===== config.mk =====
export PLATFORM = sky130hd
export DESIGN_NAME = ct_transfer_function_lookup
export DESIGN_NICKNAME = d
export VERILOG_FILES = /design/src/design/ct_tfl_pkg.sv /design/src/design/ct_tfl_locate.sv /design/src/design/ct_tfl_lane.sv /design/src/design/ct_transfer_function_lookup.sv
export VERILOG_INCLUDE_DIRS = /design/src /design/src/design
export SDC_FILE = /design/constraint.sdc
export NUM_CORES = 2
export LEC_CHECK = 0
export ABC_AREA = 1
export BUFFER_PORTS_ARGS = -buffer_cell sky130_fd_sc_hd__clkbuf_2
export CORE_MARGIN = 2
export CORE_UTILIZATION = 50
export DETAILED_ROUTE_END_ITERATION = 10
export PLACE_DENSITY = 0.65
export SYNTH_ARGS = -nofsm -noshare
export SYNTH_HDL_FRONTEND = slang
export SYNTH_HIERARCHICAL = 1
export SYNTH_SLANG_ARGS = --single-unit

===== constraint.sdc =====
create_clock -name clk_i -period 18.45 [get_ports clk_i]
set_input_delay 3.69 -clock clk_i [delete_from_list [all_inputs] [get_ports clk_i]]
set_output_delay 3.69 -clock clk_i [all_outputs]
set_load 0.01 [all_outputs]

===== src/design/ct_transfer_function_lookup_macros.svh =====
// ----------------------------------------------------------------------------
// Transfer function lookup assertion macros
// Concurrent assertion wrappers clocked on clk_i and reset by rst_ni; they
// compile to nothing in synthesis.
// ----------------------------------------------------------------------------
`ifndef CT_TRANSFER_FUNCTION_LOOKUP_MACROS_SVH
`define CT_TRANSFER_FUNCTION_LOOKUP_MACROS_SVH

`ifndef SYNTHESIS
`define CT_TFL_ASSERT(lbl, prop, msg) \
  lbl: assert property (@(posedge clk_i) disable iff (!rst_ni) prop) else $error(msg);
`define CT_TFL_ASSERT_NEVER(lbl, cond, msg) \
  lbl: assert property (@(posedge clk_i) disable iff (!rst_ni) !(cond)) else $error(msg);
`else
`define CT_TFL_ASSERT(lbl, prop, msg)
`define CT_TFL_ASSERT_NEVER(lbl, cond, msg)
`endif

`endif


===== src/design/ct_tfl_pkg.sv =====
`timescale 1ns / 1ps
// ----------------------------------------------------------------------------
// Transfer function lookup package
// Widths, pipeline stage numbering, register map and shared types.
// ----------------------------------------------------------------------------
package ct_tfl_pkg;

  localparam int CT_POINTS  = 4;
  localparam int LANES      = 4;
  localparam int POS_W      = 16;
  localparam int CH_W       = 8;
  localparam int LOOK_W     = LANES * CH_W;
  localparam int OFF_W      = POS_W;
  localparam int PROD_W     = CH_W + OFF_W;
  localparam int PT_IDX_W   = $clog2(CT_POINTS);

  // Register map: positions first, then looks.
  localparam int CFG_IDX_W  = $clog2(2 * CT_POINTS);
  localparam int CFG_DATA_W = LOOK_W;
  localparam int REG_POS_BASE  = 0;
  localparam int REG_LOOK_BASE = CT_POINTS;

  // Channel lanes, lane 0 takes the top byte of a look.
  localparam int LANE_OPACITY = 0;
  localparam int LANE_RED     = 1;
  localparam int LANE_GREEN   = 2;
  localparam int LANE_BLUE    = 3;

  // Pipeline stages.
  localparam int DIV_BITS   = 2;
  localparam int DIV_STAGES = CH_W / DIV_BITS;
  localparam int ST_LOC     = 0;
  localparam int ST_PREP    = 1;
  localparam int ST_MUL     = 2;
  localparam int ST_DIV0    = 3;
  localparam int ST_FIN     = ST_DIV0 + DIV_STAGES;
  localparam int N_STAGES   = ST_FIN + 1;

  typedef logic [CT_POINTS-1:0][POS_W-1:0]  pos_arr_t;
  typedef logic [CT_POINTS-1:0][LOOK_W-1:0] look_arr_t;

  localparam pos_arr_t POS_RESET = {16'h0BFF, 16'h0281, 16'hFFF0, 16'hF800};
  localparam look_arr_t LOOK_RESET = {32'hB5FF_FFFF, 32'hB8E6_D18F,
                                      32'h00BA_404D, 32'h0000_0000};

  typedef struct packed {
    logic                  loc;
    logic                  prep;
    logic                  mul;
    logic [DIV_STAGES-1:0] div;
    logic                  fin;
  } pipe_en_t;

  typedef struct packed {
    logic [OFF_W-1:0] off;
    logic [OFF_W-1:0] span;
  } prep_t;

  typedef struct packed {
    logic [CH_W-1:0] base;
    logic [CH_W-1:0] mag;
    logic            neg;
  } lane_op_t;

  typedef lane_op_t [LANES-1:0] lane_ops_t;

endpackage


===== src/design/ct_tfl_locate.sv =====
`timescale 1ns / 1ps
// ----------------------------------------------------------------------------
// Transfer function segment locate
// Finds the segment of the sample and prepares offset, span and per-lane
// operands over two register stages.
// ----------------------------------------------------------------------------
module ct_tfl_locate (
  input  logic                  clk_i,
  input  ct_tfl_pkg::pipe_en_t  en_i,
  input  logic [15:0]           sample_i,
  input  ct_tfl_pkg::pos_arr_t  pos_i,
  input  ct_tfl_pkg::look_arr_t look_i,
  output ct_tfl_pkg::prep_t     prep_o,
  output ct_tfl_pkg::lane_ops_t ops_o
);
  import ct_tfl_pkg::*;

  logic [POS_W-1:0]     x_q;
  logic [CT_POINTS-1:0] lo_oh_d, hi_oh_d, lo_oh_q, hi_oh_q;
  logic                 interp_d, interp_q;

  logic [POS_W-1:0]  p0, p1;
  logic [LOOK_W-1:0] lk_lo, lk_hi;
  logic [POS_W:0]    off_w, span_w;
  prep_t             prep_d, prep_q;
  lane_ops_t         ops_d, ops_q;

  // First point strictly above the sample; none found selects the last point.
  always_comb begin
    logic found;
    found    = 1'b0;
    hi_oh_d  = '0;
    interp_d = 1'b0;
    for (int i = 0; i < CT_POINTS; i++) begin
      if (!found && ($signed(sample_i) < $signed(pos_i[i]))) begin
        found      = 1'b1;
        hi_oh_d[i] = 1'b1;
        interp_d   = (i != 0);
      end
    end
    if (!found) begin
      hi_oh_d[CT_POINTS-1] = 1'b1;
    end
    lo_oh_d = interp_d ? (hi_oh_d >> 1) : hi_oh_d;
  end

  always_ff @(posedge clk_i) begin
    if (en_i.loc) begin
      x_q      <= sample_i;
      lo_oh_q  <= lo_oh_d;
      hi_oh_q  <= hi_oh_d;
      interp_q <= interp_d;
    end
  end

  always_comb begin
    p0    = '0;
    p1    = '0;
    lk_lo = '0;
    lk_hi = '0;
    for (int i = 0; i < CT_POINTS; i++) begin
      if (lo_oh_q[i]) begin
        p0    = p0 | pos_i[i];
        lk_lo = lk_lo | look_i[i];
      end
      if (hi_oh_q[i]) begin
        p1    = p1 | pos_i[i];
        lk_hi = lk_hi | look_i[i];
      end
    end
    off_w  = {x_q[POS_W-1], x_q} - {p0[POS_W-1], p0};
    span_w = {p1[POS_W-1], p1} - {p0[POS_W-1], p0};
    // Outside any segment both looks are the same point, so the slope is zero.
    prep_d.off  = interp_q ? off_w[OFF_W-1:0] : '0;
    prep_d.span = interp_q ? span_w[OFF_W-1:0] : OFF_W'(1);
  end

  for (genvar l = 0; l < LANES; l++) begin : g_lane
    logic [CH_W-1:0] a, b;
    logic [CH_W:0]   diff, mag;
    assign a    = lk_lo[CH_W*(LANES-1-l) +: CH_W];
    assign b    = lk_hi[CH_W*(LANES-1-l) +: CH_W];
    assign diff = {1'b0, b} - {1'b0, a};
    assign mag  = diff[CH_W] ? (~diff + 1'b1) : diff;
    assign ops_d[l].base = a;
    assign ops_d[l].mag  = mag[CH_W-1:0];
    assign ops_d[l].neg  = diff[CH_W];
  end

  always_ff @(posedge clk_i) begin
    if (en_i.prep) begin
      prep_q <= prep_d;
      ops_q  <= ops_d;
    end
  end

  assign prep_o = prep_q;
  assign ops_o  = ops_q;

endmodule


===== src/design/ct_tfl_lane.sv =====
`timescale 1ns / 1ps
// ----------------------------------------------------------------------------
// Transfer function channel lane
// Multiplies the slope magnitude by the offset, divides by the span with a
// pipelined restoring divider and adds the signed quotient to the base.
// ----------------------------------------------------------------------------
module ct_tfl_lane (
  input  logic                  clk_i,
  input  ct_tfl_pkg::pipe_en_t  en_i,
  input  ct_tfl_pkg::prep_t     prep_i,
  input  ct_tfl_pkg::lane_op_t  op_i,
  output logic [7:0]            value_o
);
  import ct_tfl_pkg::*;

  // Index 0 holds the product stage; index k+1 the output of divide stage k.
  logic [PROD_W-1:0] rem_q  [DIV_STAGES];
  logic [OFF_W-1:0]  span_q [DIV_STAGES];
  logic [CH_W-1:0]   quo_q  [DIV_STAGES+1];
  logic [CH_W-1:0]   base_q [DIV_STAGES+1];
  logic              neg_q  [DIV_STAGES+1];
  logic [CH_W:0]     sum;
  logic [CH_W-1:0]   value_q;

  always_ff @(posedge clk_i) begin
    if (en_i.mul) begin
      rem_q[0]  <= PROD_W'(op_i.mag) * PROD_W'(prep_i.off);
      span_q[0] <= prep_i.span;
      quo_q[0]  <= '0;
      base_q[0] <= op_i.base;
      neg_q[0]  <= op_i.neg;
    end
  end

  // The quotient is below the slope magnitude, so eight bits always suffice.
  for (genvar k = 0; k < DIV_STAGES; k++) begin : g_div
    logic [PROD_W-1:0] rem_d;
    logic [CH_W-1:0]   quo_d;

    always_comb begin
      logic [PROD_W-1:0] sh;
      rem_d = rem_q[k];
      quo_d = quo_q[k];
      for (int b = 0; b < DIV_BITS; b++) begin
        sh = PROD_W'(span_q[k]) << (CH_W - 1 - (DIV_BITS * k + b));
        if (rem_d >= sh) begin
          rem_d = rem_d - sh;
          quo_d[CH_W - 1 - (DIV_BITS * k + b)] = 1'b1;
        end
      end
    end

    always_ff @(posedge clk_i) begin
      if (en_i.div[k]) begin
        quo_q[k+1]  <= quo_d;
        base_q[k+1] <= base_q[k];
        neg_q[k+1]  <= neg_q[k];
      end
    end

    if (k < DIV_STAGES - 1) begin : g_carry
      always_ff @(posedge clk_i) begin
        if (en_i.div[k]) begin
          rem_q[k+1]  <= rem_d;
          span_q[k+1] <= span_q[k];
        end
      end
    end else begin : g_last
      logic unused_rem;
      assign unused_rem = ^rem_d;
    end
  end

  assign sum = neg_q[DIV_STAGES] ? ({1'b0, base_q[DIV_STAGES]} - {1'b0, quo_q[DIV_STAGES]})
                                 : ({1'b0, base_q[DIV_STAGES]} + {1'b0, quo_q[DIV_STAGES]});

  always_ff @(posedge clk_i) begin
    if (en_i.fin) begin
      value_q <= sum[CH_W-1:0];
    end
  end

  assign value_o = value_q;

endmodule


===== src/design/ct_transfer_function_lookup.sv =====
`timescale 1ns / 1ps
// ----------------------------------------------------------------------------
// CT transfer function lookup
// Piecewise-linear opacity and color lookup of one signed CT sample against
// four control points.
// ----------------------------------------------------------------------------
// When nothing stalls, the block takes one sample word per clock and returns
// one word of opacity, red, green and blue for each accepted sample.
// The pipeline stages are segment compare, operand select, one multiply per
// channel, four restoring divide stages of two quotient bits each, and the
// output register. Up to eight words are in flight; when the output stalls,
// the stages behind it keep filling bubbles, so input is held off only once
// every stage holds a word. Control points are written through the
// configuration port while the block is idle, and must be in ascending
// order of position for the usual result; the block itself enforces neither.
// A sample below the first point returns the first point's look, and one at
// or above the last point returns the last point's look.
module ct_transfer_function_lookup (
  input  logic        clk_i,
  input  logic        rst_ni,

  input  logic        cfg_we_i,
  input  logic [ct_tfl_pkg::CFG_IDX_W-1:0]  cfg_idx_i,
  input  logic [ct_tfl_pkg::CFG_DATA_W-1:0] cfg_data_i,

  input  logic        in_valid_i,
  output logic        in_stall_o,
  input  logic [15:0] sample_i,

  output logic        out_valid_o,
  input  logic        out_stall_i,
  output logic [7:0]  opacity_o,
  output logic [7:0]  red_o,
  output logic [7:0]  green_o,
  output logic [7:0]  blue_o
);
  import ct_tfl_pkg::*;

`include "ct_transfer_function_lookup_macros.svh"

  pos_arr_t  pos_q;
  look_arr_t look_q;

  logic [N_STAGES-1:0] vld_q, vld_in, rdy;
  pipe_en_t            en;
  prep_t               prep;
  lane_ops_t           ops;
  logic [CH_W-1:0]     lane_val [LANES];

  // Configuration registers.
  always_ff @(posedge clk_i or negedge rst_ni) begin
    if (!rst_ni) begin
      pos_q  <= POS_RESET;
      look_q <= LOOK_RESET;
    end else if (cfg_we_i) begin
      for (int i = 0; i < CT_POINTS; i++) begin
        if (cfg_idx_i == CFG_IDX_W'(REG_POS_BASE + i)) begin
          pos_q[i] <= cfg_data_i[POS_W-1:0];
        end
        if (cfg_idx_i == CFG_IDX_W'(REG_LOOK_BASE + i)) begin
          look_q[i] <= cfg_data_i[LOOK_W-1:0];
        end
      end
    end
  end

  // A stage loads when it is empty or the stage after it moves on.
  always_comb begin
    rdy[N_STAGES-1] = !vld_q[N_STAGES-1] || !out_stall_i;
    for (int k = N_STAGES - 2; k >= 0; k--) begin
      rdy[k] = !vld_q[k] || rdy[k+1];
    end
  end

  assign vld_in = {vld_q[N_STAGES-2:0], in_valid_i};

  always_ff @(posedge clk_i or negedge rst_ni) begin
    if (!rst_ni) begin
      vld_q <= '0;
    end else begin
      for (int k = 0; k < N_STAGES; k++) begin
        if (rdy[k]) begin
          vld_q[k] <= vld_in[k];
        end
      end
    end
  end

  assign en.loc  = rdy[ST_LOC];
  assign en.prep = rdy[ST_PREP];
  assign en.mul  = rdy[ST_MUL];
  assign en.div  = rdy[ST_DIV0 +: DIV_STAGES];
  assign en.fin  = rdy[ST_FIN];

  ct_tfl_locate u_locate (
    .clk_i    (clk_i),
    .en_i     (en),
    .sample_i (sample_i),
    .pos_i    (pos_q),
    .look_i   (look_q),
    .prep_o   (prep),
    .ops_o    (ops)
  );

  for (genvar l = 0; l < LANES; l++) begin : g_lane
    ct_tfl_lane u_lane (
      .clk_i   (clk_i),
      .en_i    (en),
      .prep_i  (prep),
      .op_i    (ops[l]),
      .value_o (lane_val[l])
    );
  end

  assign in_stall_o  = !rdy[ST_LOC];
  assign out_valid_o = vld_q[ST_FIN];
  assign opacity_o   = lane_val[LANE_OPACITY];
  assign red_o       = lane_val[LANE_RED];
  assign green_o     = lane_val[LANE_GREEN];
  assign blue_o      = lane_val[LANE_BLUE];

  // Input is held off only with every stage occupied behind a stalled output.
  `CT_TFL_ASSERT(a_stall_only_full, in_stall_o |-> ((&vld_q) && out_stall_i), "input stalled with room in the pipeline")
  // An accepted word lands in the first stage.
  `CT_TFL_ASSERT(a_accept_lands, (in_valid_i && !in_stall_o) |=> vld_q[ST_LOC], "accepted word lost at entry")
  // A word never waits in front of an empty stage.
  `CT_TFL_ASSERT_NEVER(a_no_idle_gap, $past(vld_q[ST_LOC] && !vld_q[ST_PREP]) && !vld_q[ST_PREP] && rst_ni && $past(rst_ni), "word failed to advance into a free stage")

endmodule


Yosys cells after proc, flatten, opt, wreduce, memory -nomap -nowiden
Memory sizes are Yosys's and may differ from the RTL's.
Cells that the tools add are included.
{"block": "classes", "addsub": 46, "div_mod_pow": 0, "mul": 4, "n_shift": 0, "n_eq_ne": 7, "bitwise": 16, "n_reduce_logical": 33, "muxes": 105, "n_lt_le_gt_ge": 36}
{"op": "two-way mux 24 bit", "n": 28}
{"op": "two-way mux 32 bit", "n": 8}
{"op": "OR 32 bit", "n": 6}
{"op": "two-way mux 16 bit", "n": 8}
{"op": ">= comparator 24 x 16 -> 1 bit", "n": 4}
{"op": ">= comparator 24 x 17 -> 1 bit", "n": 4}
{"op": ">= comparator 24 x 18 -> 1 bit", "n": 4}
{"op": ">= comparator 24 x 19 -> 1 bit", "n": 4}
{"op": ">= comparator 24 x 20 -> 1 bit", "n": 4}
{"op": ">= comparator 24 x 21 -> 1 bit", "n": 4}
{"op": ">= comparator 24 x 22 -> 1 bit", "n": 4}
{"op": ">= comparator 24 x 23 -> 1 bit", "n": 4}
{"op": "multiplier 8 x 16 -> 24 bit", "n": 4}
{"op": "OR 16 bit", "n": 6}
{"op": "subtractor 24 x 17 -> 24 bit", "n": 4}
{"op": "subtractor 24 x 18 -> 24 bit", "n": 4}
{"op": "subtractor 24 x 19 -> 24 bit", "n": 4}
{"op": "subtractor 24 x 20 -> 24 bit", "n": 4}
{"op": "subtractor 24 x 21 -> 24 bit", "n": 4}
{"op": "subtractor 24 x 22 -> 24 bit", "n": 4}
{"op": "subtractor 24 x 23 -> 24 bit", "n": 4}
{"op": "less-than comparator 16 bit", "n": 4}
{"op": "two-way mux 8 bit", "n": 8}
{"op": "two-way mux 1 bit", "n": 52}
{"op": "15 further kinds", "n": 63}
{"block": "totals", "output_inout_bits": 34, "latchBits": 0, "n_memories": 20, "wordCells": 306, "inputBits": 56, "ram_bits": 980, "regBits": 357, "rom_bits": 0}
{"memory": "g_lane[0].u_lane.rem_q", "words": 4, "width": 24, "read_ports": 4, "rd_clocked_by_memory_dff": 0, "write_ports": 4, "line_no": "ct_tfl_lane.sv:17", "text": "logic [PROD_W-1:0] rem_q [DIV_STAGES];"}
{"memory": "g_lane[1].u_lane.rem_q", "words": 4, "width": 24, "read_ports": 4, "rd_clocked_by_memory_dff": 0, "write_ports": 4, "line_no": "ct_tfl_lane.sv:17"}
{"memory": "g_lane[2].u_lane.rem_q", "words": 4, "width": 24, "read_ports": 4, "rd_clocked_by_memory_dff": 0, "write_ports": 4, "line_no": "ct_tfl_lane.sv:17"}
{"memory": "g_lane[3].u_lane.rem_q", "words": 4, "width": 24, "read_ports": 4, "rd_clocked_by_memory_dff": 0, "write_ports": 4, "line_no": "ct_tfl_lane.sv:17"}
{"memory": "g_lane[0].u_lane.span_q", "words": 4, "width": 16, "read_ports": 4, "rd_clocked_by_memory_dff": 0, "write_ports": 4, "line_no": "ct_tfl_lane.sv:18", "text": "logic [OFF_W-1:0] span_q [DIV_STAGES];"}
{"memory": "g_lane[1].u_lane.span_q", "words": 4, "width": 16, "read_ports": 4, "rd_clocked_by_memory_dff": 0, "write_ports": 4, "line_no": "ct_tfl_lane.sv:18"}
{"memory": "+14 memories"}

Logic depth before layout (Yosys ltp)
{"block": "depth", "word_depth": 13, "depth_mapped": 31, "depth_no_buf": 27}

Modules after synthesis
The synthesis kept the hierarchy.
{"mod": "ct_tfl_lane (g_lane[2].u_lane)", "seq_area_each_um2": 6996.7, "cells_each": 2594, "area_each_um2": 20724.9, "instances": 1}
{"mod": "ct_tfl_lane (g_lane[3].u_lane)", "seq_area_each_um2": 6996.7, "cells_each": 2488, "area_each_um2": 20487.1, "instances": 1}
{"mod": "ct_tfl_lane (g_lane[1].u_lane)", "seq_area_each_um2": 6996.7, "cells_each": 2501, "area_each_um2": 20465.9, "instances": 1}
{"mod": "ct_tfl_lane (g_lane[0].u_lane)", "seq_area_each_um2": 6996.7, "cells_each": 2525, "area_each_um2": 20444.6, "instances": 1}
{"mod": "ct_tfl_locate", "seq_area_each_um2": 3753.6, "cells_each": 1422, "area_each_um2": 11155.7, "instances": 1}
{"mod": "ct_transfer_function_lookup", "seq_area_each_um2": 5114.9, "cells_each": 695, "area_each_um2": 7394.6, "instances": 1}

Worst setup path before layout
OpenSTA, ideal clock, no wires.
{"block": "synth_timing", "path_type": "input port to output port", "startpoint": "in out_stall_i", "endpoint": "out in_stall_o", "t_arrival_ps": 13423, "required_ps": 14760, "n_path_buf": 0, "slack_ps": 1337, "cell_stages": 6, "path_cell_list": "nand2_1 -> nor2_1 -> nand4_1 -> nor2_1 -> nand3_1 -> inv_1"}
{"element": "start, declared", "line_no": "ct_transfer_function_lookup.sv:31", "text": "input logic out_stall_i,"}
{"element": "end, declared", "line_no": "ct_transfer_function_lookup.sv:27", "text": "output logic in_stall_o,"}

==> out/metrics.yaml <==
required_ns: 14.76
worst_setup_path_end_kind: "output port"
chipHeight_um: 453
rsz0062_at_grt: "no"
die-area_um2: 205000
htree_levels: 4
antenna_left: 0
yosysWarnings: 6
synth_cell_types: 73
routed-via-count: 80100
cp_max_fo: 34
hpwl_um: 208000
clockBufferDepth: 3
cts_tree: "done"
synth.top_cell.area_share_pct: 31.5
ioPinCount: 90
firstDrtPassIters: 6
dieWidth_um: 453
timing.final.max_slew_violations: 0
rows: 164
synth_ff_type: "edfxtp_1"
syn_area_per_cell_um2: 8.23
num-nets-final: 13500
hold_viol_final: 0
viasPerCell: 5.34
area_growth_pct: 7.53
hold_path.class: "reg2reg"
syn_area_um2: 101000
core-area_um2: 200000
clk_root_buffer_cell: "clkbuf_16"
drtIter0Drc: 5923
synth-seq-cells: 1257
synth_fp_nets: 13500
clkTransAtPathRegs_ns: 0.06
final_cell_mix: "2981 x nand2_1, 2143 x inv_1, 1057 x edfxtp_1, 846 x ha_1, 783 x a21oi_1"
yosys-top-cells-area: "edfxtp_1 32%, nand2_1 11%, ha_1 11%"
wl_per_cell_um: 17.7
synth.largest_area_cell: "edfxtp_1"
cts_resized: 0
cts_setup_buffers: 0
critPathArrivalTime_ns: 5.99
cts_hold_buf: 0
drive_gt1_share_pct: 6.67
final-setup-viol-count: 0
grt_pass1_vias: 79500
grt_max_degree: 134
synthArstFlopShare_pct: 15.9
status: "finished clean"
gp_congestion: 0.962
start_util_pct: 50.4
slew_headroom_pct: 20.5
numCtsBuffers: 142
synth-edff-count: 1057
critical_path_class: "in2out"
whs_ns: 0.397
routed_wl_um: 266000
gr-total-overflow: 0
grt_pass1_wl_um: 424000
tightest_slew_ns: 1.19
cts.sinks: 1257
insertion_delay_ns: 0.82
port_buffers: 89
grt.total_usage_pct: 26.0
ys_seq_area_share_pct: 36.6
drc: 0
period_share_pct: 52.5
antenna_found_initial: 11
final_common_cell: "nand2_1"
syn_inst: 12200
fin_setup_tns_ns: 0
maxCapViolCount: 0
nFillCells: 18400
startpoint_type: "primary input"
fmax_mhz: 103
clock_skew_ns: 0.0500
min_period_ns: 9.68
## registers in the layout (all words and copies together), names as in the netlist, 16 cells and up
| name | flops |
|---|---|
| u_locate/x_q | 16 |
| g_lane.u_lane/rem_q | 384 |
| u_locate/prep_o | 32 |
| g_lane.u_lane/span_q | 256 |
| pos_q | 64 |
| g_lane.u_lane/value_o | 32 |
| g_lane.u_lane/neg_q | 20 |
| u_locate/ops_o | 68 |
| look_q | 128 |
| g_lane.u_lane/base_q | 160 |
| g_lane.u_lane/quo_q | 80 |
## metrics by stage
step           cells  cell area, um^2  util, %  setup slack [ns]
4_1_cts        15000           108000     54.1              8.76
5_1_grt        15000           108000     54.1              8.58
3_5_place_dp   14700           103000     51.7              8.77
2_1_floorplan  12200           101000        -              1.34
6_report       15000           108000     54.2              8.77
3_3_place_gp   14700           103000     51.7              8.70
## routing by layer
layer / share of wire [%] / global-route usage [%] / routed length (um)
met5: 0.014 / 0 / 36
met4: 4.2 / 10.7 / 11300
met3: 5.2 / 3.35 / 13800
met2: 47 / 43.5 / 124000
met1: 44 / 33.9 / 116000
## worst max-delay path, cell delays in order
cell	delay, ns
clkbuf_2	0.09
nand2_2	0.04
buf_4	0.32
nor2_1	0.31
nand4_1	0.24
nor2_1	0.54
nand3_1	0.14
buf_4	0.29
inv_1	0.15
clkbuf_2	0.15
## Yosys cell counts, drive strengths merged (125+ instances only)
cell type	instances
nand2	3103
inv	2198
edfxtp	1057
o21ai	885
ha	846
a21oi	825
nor2	711
nand3	489
fa	374
xor2	318
xnor2	230
clkbuf	196
nand4	125
## area by class of cell
type                       count  area (um^2)  share of cell area, %
antenna                       12         30.0                 0.0277
clock buffer                 160         3630                   3.35
clock inverter               102         1240                   1.14
inverter                    2204         8300                   7.67
multi-input combinational   8465        54000                   49.9
sequential                  1257        36900                   34.0
tap                         2656         3320                   3.07
timing repair buffer         140          850                  0.785
## final timing paths
| kind | start | to | slack [ns] | cells past startpoint |
|---|---|---|---|---|
| setup / recovery | out_stall_i | in_stall_o | 8.77 | 10 |
| setup reg to reg | u_locate/prep_o[23] | g_lane[0].u_lane/rem_q[0][21] | 13.02 | 21 |
| min in group asynchronous | rst_ni | pos_q[6] | 2.85 | 1 |
| hold / removal | g_lane[3].u_lane/quo_q[2][6] | g_lane[3].u_lane/quo_q[3][6] | 0.40 | 0 |
| hold reg to reg | g_lane[3].u_lane/quo_q[2][6] | g_lane[3].u_lane/quo_q[3][6] | 0.40 | 0 |
| max in group asynchronous | rst_ni | look_q[37] | 13.42 | 3 |
## kinds of logic (layout without fill, tap and decap cells)
| group | after synthesis | count (layout) | synth area share (%) |
|---|---|---|---|
| other | 0 | 12 | 0 |
| adder cells (fa/ha/maj) | 1220 | 1220 | 18.0 |
| buffers and inverters | 2503 | 2606 | 9.76 |
| flip-flops | 1257 | 1257 | 36.6 |
| XOR/XNOR | 548 | 548 | 4.81 |
| multiplexers | 1 | 1 | 0.0112 |
| AND/OR/NAND/NOR | 4642 | 4642 | 19.5 |
| AO/OA/AOI/OAI | 2054 | 2054 | 11.3 |
Power is left out: the tool's default activity adds up to more than one toggle a clock period on the data nets, which glitch-free logic cannot reach.
